File: config.mk
export PLATFORM = sky130hd
export DESIGN_NAME = positional_list_engine
export DESIGN_NICKNAME = d
export VERILOG_FILES = /design/src/hw/rtl/ple_pkg.sv /design/src/hw/rtl/ple_mem.sv /design/src/hw/rtl/ple_ctrl.sv /design/src/hw/rtl/positional_list_engine.sv
export SDC_FILE = /design/constraint.sdc
export NUM_CORES = 1
export LEC_CHECK = 0
export ABC_AREA = 1
export ABC_CLOCK_PERIOD_IN_PS = 11600
export BUFFER_PORTS_ARGS = -buffer_cell sky130_fd_sc_hd__buf_2
export CORE_AREA = 2 2 245 307
export CTS_CLUSTER_SIZE = 10
export DETAILED_ROUTE_END_ITERATION = 12
export DIE_AREA = 0 0 247 309
export REMOVE_ABC_BUFFERS = 1
export SYNTH_ARGS = -nofsm -noshare
export SYNTH_HDL_FRONTEND = slang
export SYNTH_SLANG_ARGS = --single-unit
File: constraint.sdc
create_clock -name clk -period 11.6 [get_ports clk]
set_input_delay 0 -clock clk [delete_from_list [all_inputs] [get_ports clk]]
set_output_delay 0 -clock clk [all_outputs]
set_load 0.005 [all_outputs]
File: src/hw/rtl/ple_pkg.sv
// Shared types and constants for the positional list engine.
package ple_pkg;

    localparam int DEPTH       = 16;
    localparam int VALUE_WIDTH = 32;

    localparam int POS_W  = 8;
    localparam int DATA_W = 32;
    localparam int LEN_W  = 5;
    localparam int WIDE_W = 64;
    localparam int CNT_W  = $clog2(DEPTH + 1);
    localparam int IDX_W  = (DEPTH > 1) ? $clog2(DEPTH) : 1;
    localparam int CMP_W  = ((POS_W > CNT_W) ? POS_W : CNT_W) + 1;

    typedef logic [CNT_W-1:0]       cnt_t;
    typedef logic [IDX_W-1:0]       idx_t;
    typedef logic [CMP_W-1:0]       cmp_t;
    typedef logic [VALUE_WIDTH-1:0] word_t;
    typedef logic [WIDE_W-1:0]      wide_t;
    typedef logic [DATA_W-1:0]      data_t;
    typedef logic [LEN_W-1:0]       len_t;

    localparam cnt_t DEPTH_CNT = cnt_t'(DEPTH);

    typedef enum logic [1:0] {
        OP_INSERT = 2'd0,
        OP_REMOVE = 2'd1,
        OP_DUMP   = 2'd2
    } op_e;

    typedef enum logic [1:0] {
        ST_OK     = 2'd0,
        ST_BADPOS = 2'd1,
        ST_FULL   = 2'd2
    } status_e;

    // one result beat
    typedef struct packed {
        status_e status;
        data_t   entry_value;
        logic    entry_valid;
        logic    last;
        len_t    length;
    } res_t;

    // memory port request
    typedef struct packed {
        logic  we;
        idx_t  waddr;
        word_t wdata;
        logic  re;
        idx_t  raddr;
    } mem_req_t;

    // sequencer status for checks
    typedef struct packed {
        logic idle;
        cnt_t count;
    } ctrl_stat_t;

endpackage

File: src/hw/rtl/ple_mem.sv
// Entry storage: one write port, one registered read port.
module ple_mem (
    input  logic              clk,
    input  ple_pkg::mem_req_t req,
    output ple_pkg::word_t    rdata
);

    ple_pkg::word_t mem [ple_pkg::DEPTH];
    ple_pkg::word_t rdata_reg;

    always_ff @(posedge clk)
    begin
        if (req.we)
        begin
            mem[req.waddr] <= req.wdata;
        end
        if (req.re)
        begin
            rdata_reg <= mem[req.raddr];
        end
    end

    assign rdata = rdata_reg;

endmodule

File: src/hw/rtl/ple_ctrl.sv
// Sequencer: walks the shared pointer over the list for insert, remove and dump.
module ple_ctrl (
    input  logic                clk,
    input  logic                rst_n,
    input  logic                item_valid,
    output logic                item_ready,
    input  logic [1:0]          operation,
    input  logic [7:0]          position,
    input  logic [31:0]         value,
    output logic                res_valid,
    input  logic                res_ready,
    output ple_pkg::res_t       res,
    output ple_pkg::mem_req_t   mem_req,
    input  ple_pkg::word_t      mem_rdata,
    output ple_pkg::ctrl_stat_t stat
);

    typedef enum logic [2:0] {
        S_IDLE,
        S_INS_STEP,
        S_INS_WR,
        S_REM_STEP,
        S_REM_WR,
        S_DUMP_RD,
        S_DUMP_EMIT,
        S_RESP
    } state_t;

    state_t            state_reg;
    ple_pkg::cnt_t     ptr_reg;
    ple_pkg::cnt_t     idx_reg;
    ple_pkg::cnt_t     count_reg;
    ple_pkg::word_t    val_reg;
    ple_pkg::status_e  status_reg;

    logic              accept;
    ple_pkg::cnt_t     ptr_inc;
    ple_pkg::cnt_t     ptr_dec;
    ple_pkg::cmp_t     pos_x;
    ple_pkg::cmp_t     cnt_x;
    ple_pkg::cnt_t     ins_idx;
    logic              dump_last;

    assign item_ready = (state_reg == S_IDLE);
    assign accept     = item_valid && item_ready;
    assign ptr_inc    = ptr_reg + ple_pkg::cnt_t'(1);
    assign ptr_dec    = ptr_reg - ple_pkg::cnt_t'(1);
    assign pos_x      = ple_pkg::cmp_t'(position);
    assign cnt_x      = ple_pkg::cmp_t'(count_reg);
    assign dump_last  = (ptr_inc == count_reg);

    // clamp insert position into 0..count
    always_comb
    begin
        priority if (pos_x <= ple_pkg::cmp_t'(1))
            ins_idx = '0;
        else if (pos_x > cnt_x)
            ins_idx = count_reg;
        else
            ins_idx = ple_pkg::cnt_t'(pos_x - ple_pkg::cmp_t'(1));
    end

    always_comb
    begin
        mem_req = '0;
        unique case (state_reg)
            S_INS_STEP:
            begin
                if (ptr_reg == idx_reg)
                begin
                    mem_req.we    = 1'b1;
                    mem_req.waddr = idx_reg[ple_pkg::IDX_W-1:0];
                    mem_req.wdata = val_reg;
                end
                else
                begin
                    mem_req.re    = 1'b1;
                    mem_req.raddr = ptr_dec[ple_pkg::IDX_W-1:0];
                end
            end
            S_INS_WR, S_REM_WR:
            begin
                mem_req.we    = 1'b1;
                mem_req.waddr = ptr_reg[ple_pkg::IDX_W-1:0];
                mem_req.wdata = mem_rdata;
            end
            S_REM_STEP:
            begin
                if (ptr_inc < count_reg)
                begin
                    mem_req.re    = 1'b1;
                    mem_req.raddr = ptr_inc[ple_pkg::IDX_W-1:0];
                end
            end
            S_DUMP_RD:
            begin
                mem_req.re    = 1'b1;
                mem_req.raddr = ptr_reg[ple_pkg::IDX_W-1:0];
            end
            default:
            begin
                mem_req = '0;
            end
        endcase
    end

    always_comb
    begin
        res.status      = status_reg;
        res.entry_value = '0;
        res.entry_valid = 1'b0;
        res.last        = 1'b1;
        res.length      = ple_pkg::len_t'(count_reg);
        if (state_reg == S_DUMP_EMIT)
        begin
            res.status      = ple_pkg::ST_OK;
            res.entry_value = ple_pkg::data_t'(ple_pkg::wide_t'(mem_rdata));
            res.entry_valid = 1'b1;
            res.last        = dump_last;
        end
    end

    assign res_valid  = (state_reg == S_DUMP_EMIT) || (state_reg == S_RESP);
    assign stat.idle  = (state_reg == S_IDLE);
    assign stat.count = count_reg;

    always_ff @(posedge clk or negedge rst_n)
    begin
        if (!rst_n)
        begin
            state_reg  <= S_IDLE;
            ptr_reg    <= '0;
            idx_reg    <= '0;
            count_reg  <= '0;
            val_reg    <= '0;
            status_reg <= ple_pkg::ST_OK;
        end
        else
        begin
            unique case (state_reg)
                S_IDLE:
                begin
                    if (accept)
                    begin
                        val_reg    <= ple_pkg::word_t'(ple_pkg::wide_t'(value));
                        status_reg <= ple_pkg::ST_OK;
                        unique case (ple_pkg::op_e'(operation))
                            ple_pkg::OP_INSERT:
                            begin
                                if (count_reg == ple_pkg::DEPTH_CNT)
                                begin
                                    status_reg <= ple_pkg::ST_FULL;
                                    state_reg  <= S_RESP;
                                end
                                else
                                begin
                                    ptr_reg   <= count_reg;
                                    idx_reg   <= ins_idx;
                                    state_reg <= S_INS_STEP;
                                end
                            end
                            ple_pkg::OP_REMOVE:
                            begin
                                if (pos_x == '0 || pos_x > cnt_x)
                                begin
                                    status_reg <= ple_pkg::ST_BADPOS;
                                    state_reg  <= S_RESP;
                                end
                                else
                                begin
                                    ptr_reg   <= ple_pkg::cnt_t'(pos_x - ple_pkg::cmp_t'(1));
                                    state_reg <= S_REM_STEP;
                                end
                            end
                            ple_pkg::OP_DUMP:
                            begin
                                ptr_reg <= '0;
                                if (count_reg == '0)
                                    state_reg <= S_RESP;
                                else
                                    state_reg <= S_DUMP_RD;
                            end
                            default:
                            begin
                                state_reg <= S_RESP;
                            end
                        endcase
                    end
                end
                S_INS_STEP:
                begin
                    if (ptr_reg == idx_reg)
                    begin
                        count_reg <= count_reg + ple_pkg::cnt_t'(1);
                        state_reg <= S_RESP;
                    end
                    else
                    begin
                        state_reg <= S_INS_WR;
                    end
                end
                S_INS_WR:
                begin
                    ptr_reg   <= ptr_dec;
                    state_reg <= S_INS_STEP;
                end
                S_REM_STEP:
                begin
                    if (ptr_inc >= count_reg)
                    begin
                        count_reg <= count_reg - ple_pkg::cnt_t'(1);
                        state_reg <= S_RESP;
                    end
                    else
                    begin
                        state_reg <= S_REM_WR;
                    end
                end
                S_REM_WR:
                begin
                    ptr_reg   <= ptr_inc;
                    state_reg <= S_REM_STEP;
                end
                S_DUMP_RD:
                begin
                    state_reg <= S_DUMP_EMIT;
                end
                S_DUMP_EMIT:
                begin
                    if (res_ready)
                    begin
                        ptr_reg   <= ptr_inc;
                        state_reg <= dump_last ? S_IDLE : S_DUMP_RD;
                    end
                end
                S_RESP:
                begin
                    if (res_ready)
                        state_reg <= S_IDLE;
                end
                default:
                begin
                    state_reg <= S_IDLE;
                end
            endcase
        end
    end

endmodule

File: src/hw/rtl/positional_list_engine.sv
// Top level of the positional list engine: sequencer, entry memory, result register.
//
// Bounded ordered list addressed by 1-based position.
// Item channel (item_valid/item_ready): one beat carries operation, position, value.
//   insert puts value at clamp(position, 1, length+1); a full list answers status full.
//   remove deletes the entry at position; outside 1..length answers bad position.
//   dump sends every entry in order, last marks the final beat.
// Result channel (result_valid/result_ready): status, entry_value, entry_valid, last,
//   length. Every item ends with exactly one beat that has last set.
// Timing: one item at a time; item_ready is low from acceptance until the item's final
//   result beat moves into the output register.
//   insert moves the entries behind the slot back one at a time, remove moves the entries
//   behind the hole forward one at a time, and dump reads and then emits each entry.
//   All entry moves go through the single read port and single write port of the
//   entry memory: each move reads an entry and then writes it one slot over.
// The output register lets the sequencer finish while a result waits; a stalled receiver
//   holds the current beat and, once the register is full, stops the sequencer.
// Reset (rst_n, async low) empties the list at once; memory contents are not cleared.
module positional_list_engine (
    input  logic        clk,
    input  logic        rst_n,
    input  logic        item_valid,
    output logic        item_ready,
    input  logic [1:0]  operation,
    input  logic [7:0]  position,
    input  logic [31:0] value,
    output logic        result_valid,
    input  logic        result_ready,
    output logic [1:0]  status,
    output logic [31:0] entry_value,
    output logic        entry_valid,
    output logic        last,
    output logic [4:0]  length
);

    ple_pkg::mem_req_t   mem_req;
    ple_pkg::word_t      mem_rdata;
    ple_pkg::res_t       res;
    ple_pkg::ctrl_stat_t stat;
    logic                res_valid;
    logic                res_ready;

    logic                out_valid_reg;
    ple_pkg::res_t       out_reg;

    ple_ctrl u_ctrl (
        .clk        (clk),
        .rst_n      (rst_n),
        .item_valid (item_valid),
        .item_ready (item_ready),
        .operation  (operation),
        .position   (position),
        .value      (value),
        .res_valid  (res_valid),
        .res_ready  (res_ready),
        .res        (res),
        .mem_req    (mem_req),
        .mem_rdata  (mem_rdata),
        .stat       (stat)
    );

    ple_mem u_mem (
        .clk   (clk),
        .req   (mem_req),
        .rdata (mem_rdata)
    );

    // Output register: free when empty or draining this cycle.
    assign res_ready = !out_valid_reg || result_ready;

    always_ff @(posedge clk or negedge rst_n)
    begin
        if (!rst_n)
        begin
            out_valid_reg <= 1'b0;
        end
        else if (res_ready)
        begin
            out_valid_reg <= res_valid;
        end
    end

    // Beat payload, loaded only on handoff.
    always_ff @(posedge clk)
    begin
        if (res_valid && res_ready)
        begin
            out_reg <= res;
        end
    end

    assign result_valid = out_valid_reg;
    assign status       = out_reg.status;
    assign entry_value  = out_reg.entry_value;
    assign entry_valid  = out_reg.entry_valid;
    assign last         = out_reg.last;
    assign length       = out_reg.length;

`ifndef ASSERT_OFF
    a_count_bound: assert property (@(posedge clk) disable iff (!rst_n)
        stat.count <= ple_pkg::DEPTH_CNT)
        else $error("list count above depth");

    a_busy_after_accept: assert property (@(posedge clk) disable iff (!rst_n)
        item_valid && item_ready |=> !item_ready && !stat.idle)
        else $error("sequencer idle right after accepting an item");

    a_entry_ok: assert property (@(posedge clk) disable iff (!rst_n)
        result_valid && entry_valid |-> status == ple_pkg::ST_OK)
        else $error("dump beat with non-ok status");

    a_idle_no_handoff: assert property (@(posedge clk) disable iff (!rst_n)
        stat.idle |-> !res_valid)
        else $error("result offered while sequencer idle");
`endif

endmodule

==> results.json <==
{
  "status": "finished, final reports clean",
  "startpoint_type": "flip-flop",
  "multi_input_area_um2": 7370,
  "root_buffer": "clkbuf_16",
  "syn_avg_cell_area_um2": 10.2,
  "clkLatencyLatePin_ns": 0.63,
  "synth-main-ff-cell": "edfxtp_1",
  "wl_um": 80600,
  "worst_pin_slew_ns": 1.32,
  "drive_gt1_share_pct": 9.33,
  "vias_per_cell": 5.32,
  "area_delta_synth_final_pct": 14.8,
  "max_freq_mhz": 167,
  "core_um2": 73200,
  "place.gp.congestion": 0.918,
  "ant_nets": 0,
  "synth-edff-count": 585,
  "critPathRequiredTime_ns": 11.96,
  "ys_seq_area_share_pct": 65.0,
  "drt-pass1-iter-count": 5,
  "r2r_end": "u_mem.rdata[12]",
  "netlist.area_leader.share_pct": 60.4,
  "cts_buffers": 75,
  "final-seq-area_um2": 18900,
  "critPathMaxFanout": 96,
  "hold_violations": 0,
  "power_switching_w": 0.00367,
  "internal-power_w": 0.00555,
  "endpoint_kind": "flip-flop",
  "start_util_pct": 39.7,
  "timing.rr.start": "u_ctrl.ptr_reg[0]",
  "yosysMostFrequentCell": "inv_1",
  "yosysTopAreaCell": "edfxtp_1",
  "h-tree-depth": 3,
  "netlist_area_um2": 29100,
  "yosys_warnings": 0,
  "drc": 0,
  "antenna_found_initial": 0,
  "criticalPathCategory": "flip-flop to flip-flop",
  "min_period_ns": 5.97,
  "largest_register_ffs": 512,
  "grt_max_degree": 257,
  "num_rows": 111,
  "setup_viol": 0,
  "grt_pass1_wl_um": 123000,
  "seq_power_share_pct": 36.6,
  "cts_tree": "done",
  "drt_iter0_markers": 2415,
  "leakagePower_nw": 14.3,
  "ios": 89,
  "p_comb_share_pct": 40.0,
  "dieArea_um2": 76300,
  "ys_top_cells_by_area": "edfxtp_1, nand3_1, inv_1",
  "p_clk_share_pct": 23.5,
  "largest-register": "u_mem.mem",
  "min_from": "position[6]",
  "yosysUniqueCellTypes": 38,
  "hold-path-cell-count": 7,
  "peakVddDrop_uv": 254,
  "first_global_vias": 20900,
  "final.setup.worst_slack_ns": 5.63,
  "finalClockSkew_ns": 0.0313,
  "crit_arrival_ns": 6.34,
  "worstRegToRegCells": 17,
  "netlist_instances": 2862,
  "clock_path_buffers": 3,
  "clock-sinks": 638,
  "dp_hpwl_um": 40000,
  "finalCritPeriodShare_pct": 51.5,
  "swShare_pct": 39.8,
  "diodes": 0,
  "die_y_um": 309,
  "final_max_slew_viol_count": 0,
  "synth-async-reset-ratio_pct": 8.31,
  "clk_pin_slew_ns": 0.05,
  "ys_ff_latch": 638,
  "fin_nets": 3033,
  "whs_ns": 0.00534,
  "routedWlPerCell_um": 20.2,
  "grt_use_total_pct": 21.3,
  "rsz0062_at_grt": "false",
  "vias": 21200,
  "cap_violations": 0,
  "dpl_worst_slack_ns": 5.78,
  "hold_path_end": "u_ctrl.status_reg[0]",
  "synth_common_cells": "inv_1, edfxtp_1, nand2_1, nand3_1, nand4_1",
  "hp-class": "input pin to flip-flop",
  "nFillCells": 6706,
  "relSlewSlack_pct": 12.2,
  "portBuffers": 88,
  "grt-ovfl-total": 0,
  "p_per_area_nw_per_um2": 276,
  "die-width_um": 247,
  "reg2reg_slack_ns": 5.63
}
-- cell usage in the layout, fill, tap and decap left out, types with 2 or more instances in the layout --
cell	instances
dfrtp_1	53
inv_1	591
nand3b_1	2
xnor2_1	5
nand3_1	463
nor2_2	2
o21ai_0	41
clkinv_8	2
a31oi_1	2
ha_1	21
clkbuf_1	49
a21oi_1	8
nand4_1	261
edfxtp_1	585
inv_6	3
nor2_1	57
o21ai_1	4
nand3_4	3
nor3_1	5
inv_2	7
dlygate4sd3_1	47
nand2_1	512
xor2_1	8
clkbuf_8	2
nor2_4	20
buf_4	66
buf_2	88
clkinv_2	3
o211ai_1	8
clkbuf_16	77
o22ai_1	10
or2_2	2
-- layout make-up --
class,instances,area share [%]
Clock buffer,128,6.41
Clock inverter,8,0.233
Inverter,600,6.76
Multi-Input combinational cell,1448,22.1
Sequential cell,638,56.6
Tap cell,960,3.60
Timing Repair Buffer,202,4.28
-- metal layers --
layer	share of wire, %	up-vias	wire, um	GRT usage [%]
met5	0	-	0	0
met4	3.4	0	2750	8.81
met3	7.5	177	6020	3.09
met2	48	911	38900	35.4
met1	41	10300	33000	27.9
li1	-	9838	-	-
-- worst max path at each step --
stage / slack, ns / cells past startpoint / from / end
finish: 5.63 / 17 / u_ctrl.ptr_reg[0] / u_mem.rdata[12]
global route: 5.28 / 17 / u_ctrl.ptr_reg[0] / u_mem.rdata[12]
detailed placement: 5.78 / 17 / u_ctrl.ptr_reg[0] / u_mem.rdata[12]
global placement: 6.03 / 17 / u_ctrl.ptr_reg[0] / u_mem.rdata[3]
floorplan: -2.91 / 14 / u_ctrl.ptr_reg[0] / u_mem.rdata[10]
CTS: 5.77 / 17 / u_ctrl.ptr_reg[0] / u_mem.rdata[12]
-- per-stage QoR --
step	area (um2)	total power [W]	TNS (ns)	instances	utilization, %
floorplan	28300	0.00596	-93.15	2686	-
global placement	30700	0.00697	0	3801	41.9
detailed placement	30700	0.00705	0	3801	41.9
CTS	33400	0.00924	0	3984	45.6
global route	33400	0.00979	0	3984	45.6
finish	33400	0.00922	0	3984	45.6
-- critical path, cell delays in order, from the launching register on --
cell and delay [ns]:
dfrtp_1 0.52, ha_1 0.26, nand3_1 0.11, xor2_1 0.23
ha_1 0.29, nand2_1 0.08, inv_1 0.04, a21oi_1 0.22
nand4_1 0.11, buf_4 0.47, nand3_4 0.91, buf_4 0.98
buf_4 0.73, nand2_1 0.13, nand3_1 0.13, nand3_1 0.11
nand3_1 0.11, nand2_1 0.06
-- power groups by stage --
stage / logic, W / registers (W) / clock network, W
floorplan: 0.00256 / 0.00340 / 0
global placement: 0.00356 / 0.00340 / 0
detailed placement: 0.00364 / 0.00341 / 0
CTS: 0.00367 / 0.00337 / 0.00220
global route: 0.00410 / 0.00340 / 0.00229
finish: 0.00368 / 0.00337 / 0.00216
-- kinds of logic after synthesis --
| logic type | after synthesis | share of synthesized area (%) |
|---|---|---|
| buffers and inverters | 776 | 10.4 |
| AO/OA/AOI/OAI | 81 | 1.60 |
| XOR/XNOR | 13 | 0.392 |
| AND/OR/NAND/NOR | 1332 | 21.7 |
| adder cells (fa/ha/maj) | 22 | 0.973 |
| flip-flops | 638 | 65.0 |
-- what timing repair did --
action	CTS	global route
buffers inserted	0	0
resized for setup	0	0
hold endpoints to repair	96	0
hold buffers	47	0
endpoints found under the setup margin	0	0
(Power assumes the default switching activity.)
